==> src/lrfbs_pkg.sv <==
// ----------------------------------------------------------------------------
// lrfbs_pkg
// Types, codes and constants shared by the LCD rectangle fill byte sequencer.
// ----------------------------------------------------------------------------
package lrfbs_pkg;

    // Width of the window coordinates held by the sequencer (8 to 16).
    localparam int COORD_BITS = 16;

    localparam int CFG_INDEX_BITS = 3;

    typedef logic [COORD_BITS-1:0]     coord_t;
    typedef logic [CFG_INDEX_BITS-1:0] cfg_index_t;

    // Request operation codes.
    localparam logic [1:0] OP_RECT  = 2'd0;
    localparam logic [1:0] OP_PIXEL = 2'd1;
    localparam logic [1:0] OP_TICK  = 2'd2;

    // Result kinds.
    localparam logic KIND_STATUS = 1'b0;
    localparam logic KIND_BYTE   = 1'b1;

    // Request status codes.
    localparam logic [1:0] ST_ACCEPTED = 2'd0;
    localparam logic [1:0] ST_DROPPED  = 2'd1;
    localparam logic [1:0] ST_BUSY     = 2'd2;

    // Sequencer steps: ten header bytes, the memory write command, then colour.
    localparam logic [3:0] HS_COL_CMD   = 4'd0;
    localparam logic [3:0] HS_XS_HI     = 4'd1;
    localparam logic [3:0] HS_XS_LO     = 4'd2;
    localparam logic [3:0] HS_XE_HI     = 4'd3;
    localparam logic [3:0] HS_XE_LO     = 4'd4;
    localparam logic [3:0] HS_PAGE_CMD  = 4'd5;
    localparam logic [3:0] HS_YS_HI     = 4'd6;
    localparam logic [3:0] HS_YS_LO     = 4'd7;
    localparam logic [3:0] HS_YE_HI     = 4'd8;
    localparam logic [3:0] HS_YE_LO     = 4'd9;
    localparam logic [3:0] HS_MEMWR_CMD = 4'd10;
    localparam logic [3:0] HS_COLOUR    = 4'd11;

    // Configuration register indexes.
    localparam cfg_index_t REG_SCREEN_WIDTH  = 3'd0;
    localparam cfg_index_t REG_SCREEN_HEIGHT = 3'd1;
    localparam cfg_index_t REG_ROW_OFFSET    = 3'd2;
    localparam cfg_index_t REG_COLUMN_CMD    = 3'd3;
    localparam cfg_index_t REG_PAGE_CMD      = 3'd4;
    localparam cfg_index_t REG_MEMWR_CMD     = 3'd5;

    // Configuration reset values.
    localparam logic [7:0] RST_SCREEN_WIDTH  = 8'd128;
    localparam logic [7:0] RST_SCREEN_HEIGHT = 8'd128;
    localparam logic [7:0] RST_ROW_OFFSET    = 8'd32;
    localparam logic [7:0] RST_COLUMN_CMD    = 8'd42;
    localparam logic [7:0] RST_PAGE_CMD      = 8'd43;
    localparam logic [7:0] RST_MEMWR_CMD     = 8'd44;

    typedef struct packed {
        logic [1:0]  op;
        logic [15:0] pos_x;
        logic [15:0] pos_y;
        logic [15:0] rect_width;
        logic [15:0] rect_height;
        logic [15:0] colour;
    } req_t;

    typedef struct packed {
        logic       kind;
        logic [1:0] status;
        logic [7:0] out_byte;
        logic       is_data;
        logic       last;
    } res_t;

    typedef struct packed {
        logic [7:0] screen_width;
        logic [7:0] screen_height;
        logic [7:0] row_offset;
        logic [7:0] column_command;
        logic [7:0] page_command;
        logic [7:0] memory_write_command;
    } cfg_t;

endpackage

==> src/lrfbs_if.sv <==
// ----------------------------------------------------------------------------
// lrfbs_if
// Request, result and configuration channels of the fill byte sequencer.
// ----------------------------------------------------------------------------
interface lrfbs_req_if;
    logic        valid;
    logic        ready;
    logic [1:0]  op;
    logic [15:0] pos_x;
    logic [15:0] pos_y;
    logic [15:0] rect_width;
    logic [15:0] rect_height;
    logic [15:0] colour;

    modport source
    (
        output valid, op, pos_x, pos_y, rect_width, rect_height, colour,
        input  ready
    );
    modport sink
    (
        input  valid, op, pos_x, pos_y, rect_width, rect_height, colour,
        output ready
    );
endinterface

interface lrfbs_res_if;
    logic       valid;
    logic       ready;
    logic       kind;
    logic [1:0] status;
    logic [7:0] out_byte;
    logic       is_data;
    logic       last;

    modport source
    (
        output valid, kind, status, out_byte, is_data, last,
        input  ready
    );
    modport sink
    (
        input  valid, kind, status, out_byte, is_data, last,
        output ready
    );
endinterface

interface lrfbs_cfg_if;
    logic                             valid;
    logic                             ready;
    logic [lrfbs_pkg::CFG_INDEX_BITS-1:0] index;
    logic [7:0]                       data;

    modport source
    (
        output valid, index, data,
        input  ready
    );
    modport sink
    (
        input  valid, index, data,
        output ready
    );
endinterface

==> src/lrfbs_cfg_regs.sv <==
// ----------------------------------------------------------------------------
// lrfbs_cfg_regs
// Configuration register file: screen size, row offset and command bytes.
// ----------------------------------------------------------------------------
module lrfbs_cfg_regs
(
    input  logic             clk,
    input  logic             rst_n,
    lrfbs_cfg_if.sink        cfg,
    output lrfbs_pkg::cfg_t  regs
);

    lrfbs_pkg::cfg_t regs_reg;
    lrfbs_pkg::cfg_t regs_next;
    logic            wr_en;

    assign cfg.ready = 1'b1;
    assign wr_en     = cfg.valid & cfg.ready;
    assign regs      = regs_reg;

    always_comb
    begin
        regs_next = regs_reg;
        if (wr_en)
        begin
            case (cfg.index)
                lrfbs_pkg::REG_SCREEN_WIDTH:  regs_next.screen_width         = cfg.data;
                lrfbs_pkg::REG_SCREEN_HEIGHT: regs_next.screen_height        = cfg.data;
                lrfbs_pkg::REG_ROW_OFFSET:    regs_next.row_offset           = cfg.data;
                lrfbs_pkg::REG_COLUMN_CMD:    regs_next.column_command       = cfg.data;
                lrfbs_pkg::REG_PAGE_CMD:      regs_next.page_command         = cfg.data;
                lrfbs_pkg::REG_MEMWR_CMD:     regs_next.memory_write_command = cfg.data;
                default:                      regs_next = regs_reg;
            endcase
        end
    end

    always_ff @(posedge clk or negedge rst_n)
    begin
        if (!rst_n)
        begin
            regs_reg.screen_width         <= lrfbs_pkg::RST_SCREEN_WIDTH;
            regs_reg.screen_height        <= lrfbs_pkg::RST_SCREEN_HEIGHT;
            regs_reg.row_offset           <= lrfbs_pkg::RST_ROW_OFFSET;
            regs_reg.column_command       <= lrfbs_pkg::RST_COLUMN_CMD;
            regs_reg.page_command         <= lrfbs_pkg::RST_PAGE_CMD;
            regs_reg.memory_write_command <= lrfbs_pkg::RST_MEMWR_CMD;
        end
        else
        begin
            regs_reg <= regs_next;
        end
    end

endmodule

==> src/lrfbs_engine.sv <==
// ----------------------------------------------------------------------------
// lrfbs_engine
// Clips draw requests, holds the window state and produces at most one status
// or panel byte per registered request.
// ----------------------------------------------------------------------------
module lrfbs_engine
(
    input  logic             clk,
    input  logic             rst_n,
    input  logic             step_en,
    input  lrfbs_pkg::req_t  item,
    input  lrfbs_pkg::cfg_t  cfg,
    output logic             hit,
    output lrfbs_pkg::res_t  result
);

    logic              busy_reg,      busy_next;
    logic [3:0]        step_reg,      step_next;
    lrfbs_pkg::coord_t x_start_reg,   x_start_next;
    lrfbs_pkg::coord_t x_end_reg,     x_end_next;
    lrfbs_pkg::coord_t y_start_reg,   y_start_next;
    lrfbs_pkg::coord_t y_end_reg,     y_end_next;
    logic [15:0]       colour_reg,    colour_next;
    logic [7:0]        cols_left_reg, cols_left_next;
    logic [7:0]        rows_left_reg, rows_left_next;
    logic              low_next_reg,  low_next_next;

    // Clipping of an incoming request.
    lrfbs_pkg::coord_t x_c;
    lrfbs_pkg::coord_t y_c;
    logic [15:0]       x16;
    logic [15:0]       y16;
    logic              off_screen;
    logic [16:0]       x_sum;
    logic [16:0]       y_sum;
    logic              clip_x;
    logic              clip_y;
    logic [15:0]       w_eff;
    logic [15:0]       h_eff;

    // Words sent in the header.
    logic [15:0]       xs_word;
    logic [15:0]       xe_word;
    logic [15:0]       ys_word;
    logic [15:0]       ye_word;
    lrfbs_pkg::coord_t col_reload;

    assign x_c = lrfbs_pkg::coord_t'(item.pos_x);
    assign y_c = lrfbs_pkg::coord_t'(item.pos_y);
    assign x16 = 16'(x_c);
    assign y16 = 16'(y_c);

    assign off_screen = (x16 >= 16'(cfg.screen_width)) || (y16 >= 16'(cfg.screen_height));

    assign x_sum  = 17'(x16) + 17'(item.rect_width) - 17'd1;
    assign y_sum  = 17'(y16) + 17'(item.rect_height) - 17'd1;
    assign clip_x = (item.rect_width != 16'd0) && (x_sum >= 17'(cfg.screen_width));
    assign clip_y = (item.rect_height != 16'd0) && (y_sum >= 17'(cfg.screen_height));
    assign w_eff  = clip_x ? (16'(cfg.screen_width) - x16) : item.rect_width;
    assign h_eff  = clip_y ? (16'(cfg.screen_height) - y16) : item.rect_height;

    assign xs_word = 16'(x_start_reg);
    assign xe_word = 16'(x_end_reg);
    assign ys_word = 16'(y_start_reg + lrfbs_pkg::coord_t'(cfg.row_offset));
    assign ye_word = 16'(y_end_reg + lrfbs_pkg::coord_t'(cfg.row_offset));

    // A row restarts with the full window width.
    assign col_reload = x_end_reg - x_start_reg + lrfbs_pkg::coord_t'(1);

    always_comb
    begin
        busy_next      = busy_reg;
        step_next      = step_reg;
        x_start_next   = x_start_reg;
        x_end_next     = x_end_reg;
        y_start_next   = y_start_reg;
        y_end_next     = y_end_reg;
        colour_next    = colour_reg;
        cols_left_next = cols_left_reg;
        rows_left_next = rows_left_reg;
        low_next_next  = low_next_reg;
        hit            = 1'b0;
        result         = '0;

        case (item.op)
            lrfbs_pkg::OP_RECT,
            lrfbs_pkg::OP_PIXEL:
            begin
                hit         = 1'b1;
                result.kind = lrfbs_pkg::KIND_STATUS;
                if (busy_reg)
                begin
                    result.status = lrfbs_pkg::ST_BUSY;
                end
                else if (off_screen)
                begin
                    result.status = lrfbs_pkg::ST_DROPPED;
                end
                else
                begin
                    result.status = lrfbs_pkg::ST_ACCEPTED;
                    if (item.op == lrfbs_pkg::OP_RECT)
                    begin
                        x_end_next     = lrfbs_pkg::coord_t'(x16 + w_eff - 16'd1);
                        y_end_next     = lrfbs_pkg::coord_t'(y16 + h_eff - 16'd1);
                        cols_left_next = w_eff[7:0];
                        rows_left_next = h_eff[7:0];
                    end
                    else
                    begin
                        x_end_next     = x_c + lrfbs_pkg::coord_t'(1);
                        y_end_next     = y_c + lrfbs_pkg::coord_t'(1);
                        cols_left_next = 8'd1;
                        rows_left_next = 8'd1;
                    end
                    x_start_next  = x_c;
                    y_start_next  = y_c;
                    colour_next   = item.colour;
                    step_next     = lrfbs_pkg::HS_COL_CMD;
                    low_next_next = 1'b0;
                    busy_next     = 1'b1;
                end
            end

            lrfbs_pkg::OP_TICK:
            begin
                if (busy_reg)
                begin
                    hit            = 1'b1;
                    result.kind    = lrfbs_pkg::KIND_BYTE;
                    result.is_data = 1'b1;
                    step_next      = step_reg + 4'd1;
                    case (step_reg)
                        lrfbs_pkg::HS_COL_CMD:
                        begin
                            result.out_byte = cfg.column_command;
                            result.is_data  = 1'b0;
                        end
                        lrfbs_pkg::HS_XS_HI:  result.out_byte = xs_word[15:8];
                        lrfbs_pkg::HS_XS_LO:  result.out_byte = xs_word[7:0];
                        lrfbs_pkg::HS_XE_HI:  result.out_byte = xe_word[15:8];
                        lrfbs_pkg::HS_XE_LO:  result.out_byte = xe_word[7:0];
                        lrfbs_pkg::HS_PAGE_CMD:
                        begin
                            result.out_byte = cfg.page_command;
                            result.is_data  = 1'b0;
                        end
                        lrfbs_pkg::HS_YS_HI:  result.out_byte = ys_word[15:8];
                        lrfbs_pkg::HS_YS_LO:  result.out_byte = ys_word[7:0];
                        lrfbs_pkg::HS_YE_HI:  result.out_byte = ye_word[15:8];
                        lrfbs_pkg::HS_YE_LO:  result.out_byte = ye_word[7:0];
                        lrfbs_pkg::HS_MEMWR_CMD:
                        begin
                            result.out_byte = cfg.memory_write_command;
                            result.is_data  = 1'b0;
                            // An empty window ends the operation with the command.
                            if ((cols_left_reg == 8'd0) || (rows_left_reg == 8'd0))
                            begin
                                result.last = 1'b1;
                                busy_next   = 1'b0;
                                step_next   = lrfbs_pkg::HS_COL_CMD;
                            end
                        end
                        default:
                        begin
                            step_next = step_reg;
                            if (!low_next_reg)
                            begin
                                result.out_byte = colour_reg[15:8];
                                low_next_next   = 1'b1;
                            end
                            else
                            begin
                                result.out_byte = colour_reg[7:0];
                                low_next_next   = 1'b0;
                                if (cols_left_reg > 8'd1)
                                begin
                                    cols_left_next = cols_left_reg - 8'd1;
                                end
                                else if (rows_left_reg > 8'd1)
                                begin
                                    rows_left_next = rows_left_reg - 8'd1;
                                    cols_left_next = col_reload[7:0];
                                end
                                else
                                begin
                                    result.last    = 1'b1;
                                    cols_left_next = 8'd0;
                                    rows_left_next = 8'd0;
                                    busy_next      = 1'b0;
                                    step_next      = lrfbs_pkg::HS_COL_CMD;
                                end
                            end
                        end
                    endcase
                end
            end

            default:
            begin
                hit = 1'b0;
            end
        endcase
    end

    always_ff @(posedge clk or negedge rst_n)
    begin
        if (!rst_n)
        begin
            busy_reg      <= 1'b0;
            step_reg      <= lrfbs_pkg::HS_COL_CMD;
            x_start_reg   <= '0;
            x_end_reg     <= '0;
            y_start_reg   <= '0;
            y_end_reg     <= '0;
            colour_reg    <= '0;
            cols_left_reg <= '0;
            rows_left_reg <= '0;
            low_next_reg  <= 1'b0;
        end
        else if (step_en)
        begin
            busy_reg      <= busy_next;
            step_reg      <= step_next;
            x_start_reg   <= x_start_next;
            x_end_reg     <= x_end_next;
            y_start_reg   <= y_start_next;
            y_end_reg     <= y_end_next;
            colour_reg    <= colour_next;
            cols_left_reg <= cols_left_next;
            rows_left_reg <= rows_left_next;
            low_next_reg  <= low_next_next;
        end
    end

    // An idle sequencer always restarts from the column command.
    assert property (@(posedge clk) disable iff (!rst_n)
        !busy_reg |-> (step_reg == lrfbs_pkg::HS_COL_CMD) && !low_next_reg)
        else $error("idle sequencer holds a stale step");

    // The low colour byte can only be pending during the colour phase.
    assert property (@(posedge clk) disable iff (!rst_n)
        low_next_reg |-> (step_reg == lrfbs_pkg::HS_COLOUR) && busy_reg)
        else $error("low byte pending outside colour phase");

    // A panel byte is only produced while a drawing operation is active.
    assert property (@(posedge clk) disable iff (!rst_n)
        (step_en && hit && (result.kind == lrfbs_pkg::KIND_BYTE)) |-> busy_reg)
        else $error("panel byte produced while idle");

    // The final byte of an operation leaves the sequencer idle.
    assert property (@(posedge clk) disable iff (!rst_n)
        (step_en && hit && (result.kind == lrfbs_pkg::KIND_BYTE) && result.last)
        |=> !busy_reg)
        else $error("sequencer still busy after the final byte");

endmodule

==> src/lcd_rect_fill_byte_sequencer.sv <==
// ----------------------------------------------------------------------------
// lcd_rect_fill_byte_sequencer
// A request is held in the input register; its result, if any, in the output register.
// Throughput: one request per cycle unless a result is stalled, set by the single-pass engine stage.
// Reset idles the sequencer, empties both pipeline registers and loads the
// default configuration.
// ----------------------------------------------------------------------------
module lcd_rect_fill_byte_sequencer
(
    input  logic          clk,
    input  logic          rst_n,
    lrfbs_req_if.sink     req,
    lrfbs_res_if.source   res,
    lrfbs_cfg_if.sink     cfg
);

    lrfbs_pkg::cfg_t regs;

    logic            in_valid_reg,  in_valid_next;
    lrfbs_pkg::req_t in_item_reg;
    logic            out_valid_reg, out_valid_next;
    lrfbs_pkg::res_t out_res_reg;

    logic            req_fire;
    logic            advance;
    logic            hit;
    lrfbs_pkg::res_t result;

    lrfbs_cfg_regs u_cfg_regs
    (
        .clk   (clk),
        .rst_n (rst_n),
        .cfg   (cfg),
        .regs  (regs)
    );

    lrfbs_engine u_engine
    (
        .clk     (clk),
        .rst_n   (rst_n),
        .step_en (advance),
        .item    (in_item_reg),
        .cfg     (regs),
        .hit     (hit),
        .result  (result)
    );

    // The held request moves on whenever the result register can take its output.
    assign advance   = in_valid_reg && (!out_valid_reg || res.ready);
    assign req.ready = !in_valid_reg || advance;
    assign req_fire  = req.valid && req.ready;

    assign in_valid_next  = req_fire || (in_valid_reg && !advance);
    assign out_valid_next = (advance && hit) || (out_valid_reg && !res.ready);

    always_ff @(posedge clk or negedge rst_n)
    begin
        if (!rst_n)
        begin
            in_valid_reg  <= 1'b0;
            out_valid_reg <= 1'b0;
        end
        else
        begin
            in_valid_reg  <= in_valid_next;
            out_valid_reg <= out_valid_next;
        end
    end

    always_ff @(posedge clk)
    begin
        if (req_fire)
        begin
            in_item_reg.op          <= req.op;
            in_item_reg.pos_x       <= req.pos_x;
            in_item_reg.pos_y       <= req.pos_y;
            in_item_reg.rect_width  <= req.rect_width;
            in_item_reg.rect_height <= req.rect_height;
            in_item_reg.colour      <= req.colour;
        end
        if (advance && hit)
        begin
            out_res_reg <= result;
        end
    end

    assign res.valid    = out_valid_reg;
    assign res.kind     = out_res_reg.kind;
    assign res.status   = out_res_reg.status;
    assign res.out_byte = out_res_reg.out_byte;
    assign res.is_data  = out_res_reg.is_data;
    assign res.last     = out_res_reg.last;

endmodule

==> src/flat_wrapper.sv <==
// flat-port wrapper written by rule: the top's interface ports become plain ports
module lcd_rect_fill_byte_sequencer_flat 
  (clk, rst_n, req_valid, req_op, req_pos_x, req_pos_y, req_rect_width, req_rect_height, req_colour, req_ready, res_valid, res_kind, res_status, res_out_byte, res_is_data, res_last, res_ready, cfg_valid, cfg_index, cfg_data, cfg_ready);
  lrfbs_req_if req_i ();
  lrfbs_res_if res_i ();
  lrfbs_cfg_if cfg_i ();
  input  logic clk;
  input  logic rst_n;
  input wire logic [$bits(req_i.valid)-1:0] req_valid;
  input wire logic [$bits(req_i.op)-1:0] req_op;
  input wire logic [$bits(req_i.pos_x)-1:0] req_pos_x;
  input wire logic [$bits(req_i.pos_y)-1:0] req_pos_y;
  input wire logic [$bits(req_i.rect_width)-1:0] req_rect_width;
  input wire logic [$bits(req_i.rect_height)-1:0] req_rect_height;
  input wire logic [$bits(req_i.colour)-1:0] req_colour;
  output wire logic [$bits(req_i.ready)-1:0] req_ready;
  output wire logic [$bits(res_i.valid)-1:0] res_valid;
  output wire logic [$bits(res_i.kind)-1:0] res_kind;
  output wire logic [$bits(res_i.status)-1:0] res_status;
  output wire logic [$bits(res_i.out_byte)-1:0] res_out_byte;
  output wire logic [$bits(res_i.is_data)-1:0] res_is_data;
  output wire logic [$bits(res_i.last)-1:0] res_last;
  input wire logic [$bits(res_i.ready)-1:0] res_ready;
  input wire logic [$bits(cfg_i.valid)-1:0] cfg_valid;
  input wire logic [$bits(cfg_i.index)-1:0] cfg_index;
  input wire logic [$bits(cfg_i.data)-1:0] cfg_data;
  output wire logic [$bits(cfg_i.ready)-1:0] cfg_ready;
  assign req_i.valid = req_valid;
  assign req_i.op = req_op;
  assign req_i.pos_x = req_pos_x;
  assign req_i.pos_y = req_pos_y;
  assign req_i.rect_width = req_rect_width;
  assign req_i.rect_height = req_rect_height;
  assign req_i.colour = req_colour;
  assign req_ready = req_i.ready;
  assign res_valid = res_i.valid;
  assign res_kind = res_i.kind;
  assign res_status = res_i.status;
  assign res_out_byte = res_i.out_byte;
  assign res_is_data = res_i.is_data;
  assign res_last = res_i.last;
  assign res_i.ready = res_ready;
  assign cfg_i.valid = cfg_valid;
  assign cfg_i.index = cfg_index;
  assign cfg_i.data = cfg_data;
  assign cfg_ready = cfg_i.ready;
  lcd_rect_fill_byte_sequencer u_core (.clk(clk), .rst_n(rst_n), .req(req_i), .res(res_i), .cfg(cfg_i));
endmodule
==> config.mk <==
export PLATFORM = sky130hd
export DESIGN_NAME = lcd_rect_fill_byte_sequencer_flat
export DESIGN_NICKNAME = d
export VERILOG_FILES = /design/src/lrfbs_pkg.sv /design/src/lrfbs_if.sv /design/src/lrfbs_cfg_regs.sv /design/src/lrfbs_engine.sv /design/src/lcd_rect_fill_byte_sequencer.sv /design/src/flat_wrapper.sv
export SDC_FILE = /design/constraint.sdc
export NUM_CORES = 1
export LEC_CHECK = 0
export BUFFER_PORTS_ARGS = -buffer_cell sky130_fd_sc_hd__clkbuf_2
export CORE_UTILIZATION = 30
export CTS_BUF_LIST = sky130_fd_sc_hd__clkbuf_8
export CTS_CLUSTER_SIZE = 8
export DETAILED_ROUTE_END_ITERATION = 7
export GPL_TIMING_DRIVEN = 1
export PLACE_DENSITY = 0.52
export SYNTH_ARGS = -nofsm -noshare
export SYNTH_HDL_FRONTEND = slang
export SYNTH_SLANG_ARGS = --single-unit
==> constraint.sdc <==
create_clock -name clk -period 13.6 [get_ports clk]
set_input_delay 2.04 -clock clk [delete_from_list [all_inputs] [get_ports clk]]
set_output_delay 2.04 -clock clk [all_outputs]
set_load 0.02 [all_outputs]
==> flow_summary.toml <==
[status]
status = "finished, final reports clean"

[global_routing]
grt_pass1_vias = 14013
grt_pass1_wl_um = 80590
antenna_found_initial = 3
gr-total-overflow = 0
grt_usage = 0.1741
grt_max_degree = 72

[synth]
synth_edf_count = 95
yosys-top-cells-area = "dfrtp_1 20%, edfxtp_1 16%, ha_1 14%"
synth_largest_area_cell = "dfrtp_1"
async_flop_share = 0.6154
seq_area_frac_synth = 0.3806
synthTopCellsByCount = "258 x inv_1, 191 x ha_1, 184 x nand2_1"
synth.cell_area_sq_um = 17530
synth_seq_cells = 247
yosysTopAreaCellShare = 0.1984
syn_area_per_cell_sq_um = 9.102
synthFlopType = "dfrtp_1"
synth_nets = 2224
yosys_warnings = 0
syn_inst = 1926
synthMostInstantiatedCell = "inv_1"
synth_cell_type_count = 86

[die]
io_pins = 114
core_area_sq_um = 57700
core.rowCount = 88
die_w_um = 243.7
die-area_sq_um = 59410
die_h_um = 243.7
start_util = 0.3038

[critical_path]
critPathKind = "flip-flop to flip-flop"
crit_fanout = 29
worst_path_max_delay_cell = "edfxtp_1"
max_stage_delay_ns = 0.43
endpoint_kind = "flip-flop"
crit_start = "u_core.in_item_reg[65]$_DFFE_PP_"
critPathBufInv = 6
rr_worst_depth = 34
reg2reg_slack_ns = 5.99
critical_path.endpoint = "u_core.u_engine.x_end_reg[15]$_DFFE_PN0P_"
start_kind = "flip-flop"
cp_num_cells = 34
crit_family = "compound AO/OA/AOI/OAI gates"
cp.arrival_ns = 8.16
r2r-start = "u_core.in_item_reg[65]$_DFFE_PP_"
r2r-end = "u_core.u_engine.x_end_reg[15]$_DFFE_PN0P_"
cp.required_ns = 14.16

[pwr]
total_power_mw = 2.801
p_per_area_nw_per_um2 = 140.7
vdd_drop_max_mv = 0.06907
leakagePower_nw = 9.142

[sta]
fin_skew_ns = 0.03166
final.min_clock_period_ns = 7.606
rsz0062_at_grt = "false"
setup_viol = 0
maxSlewHeadroom = 0.1931
timing.final.ws_setup_ns = 5.994
whs_ns = 0.4626
setup_tns_ns = 0
fmax_ghz = 0.1315
drv_slew = 0
worst_pin_slew_ns = 1.205
finalCritPeriodShare = 0.5593
hold_violations = 0

[clock_network]
clock_latency_ns = 0.66
cts_hold_buf = 0
numCtsBuffers = 50
post-cts-setup-buffers = 0
cts_resized = 0
clock-sinks = 247
clkTransAtPathRegs_ns = 0.06
clock_path_buffers = 3
cts_tree = "done"
cts_root_buf = "clkbuf_8"
ctsHtreeMaxLevel = 2

[finish]
n_fill_cell = 5990
fin_util = 0.3451
largest_reg_flops = 82
final_nets = 2339
multi_input_area_sq_um = 9654
drive_gt1_frac = 0.1287
area_delta_synth_final_pct = 13.58
seq_area_sq_um = 6673

[detailed_routing]
ant_nets = 0
num_vias = 14239
wire_per_inst_um = 18.20
routed_wl_um = 51870
drt-initial-drc-count = 840
drc = 0
first_pass_iters = 5
routed_via_density = 4.996

[place]
finalWeightedCongestion = 0.8950
io_buffers = 112
dp_hpwl_um = 39370
place_ws_ns = 6.154

[run]
cap_violations = 0

[worst_hold_path]
hold_path_class = "flip-flop to flip-flop"
whs_path_depth = 2
layout make-up:
class,count,share of cell area
diodes,2,0.0002514
clock buffers,58,0.04009
clock inverters,36,0.01150
inverters,258,0.04864
multi-input cells,1364,0.4849
flip-flops and latches,247,0.3351
well taps,765,0.04807
repair buffers,120,0.03148
stage by stage:
stage,area [sq um],cells
after floorplan,17530,1926
after global placement,18880,2754
after detailed placement,18880,2754
after CTS,19910,2848
after global routing,19910,2848
final,19910,2850
how the worst min path moves through the flow:
stage / startpoint / endpoint / slack (ns)
2_1_floorplan: u_core.in_item_reg[10]$_DFFE_PP_ / u_core.u_engine.colour_reg[10]$_DFFE_PN0P_ / 0.42
3_3_place_gp: u_core.in_item_reg[1]$_DFFE_PP_ / u_core.u_engine.colour_reg[1]$_DFFE_PN0P_ / 0.45
3_5_place_dp: u_core.in_item_reg[8]$_DFFE_PP_ / u_core.u_engine.colour_reg[8]$_DFFE_PN0P_ / 0.44
4_1_cts: u_core.u_engine.colour_reg[12]$_DFFE_PN0P_ / u_core.u_engine.colour_reg[12]$_DFFE_PN0P_ / 0.47
5_1_grt: u_core.u_engine.colour_reg[15]$_DFFE_PN0P_ / u_core.u_engine.colour_reg[15]$_DFFE_PN0P_ / 0.49
6_report: u_core.in_item_reg[5]$_DFFE_PP_ / u_core.u_engine.colour_reg[5]$_DFFE_PN0P_ / 0.46
cells in the final DEF, fill, tap and decap left out, types with 11 or more instances in the layout:
| cell | count |
|---|---|
| inv_1 | 277 |
| ha_1 | 191 |
| nand2_1 | 183 |
| dfrtp_1 | 139 |
| nor2_1 | 129 |
| a21oi_1 | 128 |
| o21ai_0 | 123 |
| clkbuf_2 | 111 |
| xnor2_1 | 95 |
| edfxtp_1 | 95 |
| clkbuf_8 | 58 |
| nand3_1 | 42 |
| mux2_2 | 34 |
| nor2b_1 | 32 |
| nor3_1 | 30 |
| a21o_1 | 27 |
| o21a_1 | 19 |
| nand4_1 | 19 |
| nor4_1 | 18 |
| mux2i_1 | 18 |
| o21ai_1 | 17 |
| xor2_1 | 17 |
| a211oi_1 | 14 |
| o21bai_1 | 13 |
| dfstp_2 | 13 |
| nand2b_1 | 12 |
| a31oi_1 | 12 |
| or3_1 | 11 |
worst reg2reg max path, delay by kind of cell, from the launching register on:
kind	cells	cell delay, ns
xor+xnor	2	0.48
simple gates	5	0.96
compound gates	13	2.90
mux	1	0.19
flops	1	0.43
buf+inv	6	0.70
fa+ha+maj	7	1.87
metal layers:
metal | wire (um) | up-vias | share of wire | global-route usage
met4 | 1540 | 0 | 0.030 | 0.06250
li1 | - | 6998 | - | -
met2 | 22620 | 418 | 0.44 | 0.2677
met1 | 24820 | 6737 | 0.48 | 0.2448
met3 | 2886 | 86 | 0.056 | 0.02787
met5 | 0 | - | 0 | 0
cell families after synthesis:
family / count (synthesis) / synth area share
AND/OR/NAND/NOR: 530 / 0.1428
other: 1 / 0.0002139
flip-flops: 247 / 0.3806
multiplexers: 54 / 0.03340
buffers and inverters: 315 / 0.06980
XOR/XNOR: 113 / 0.05724
AO/OA/AOI/OAI: 466 / 0.1693
adder cells (fa/ha/maj): 200 / 0.1466
report_power, final:
| part | internal, mW | switching [mW] |
|---|---|---|
| clock | 0.430 | 0.359 |
| combinational | 0.452 | 0.638 |
| sequential | 0.857 | 0.0650 |
| total | 1.74 | 1.06 |
No activity file was read; power rests on OpenSTA's default activity.
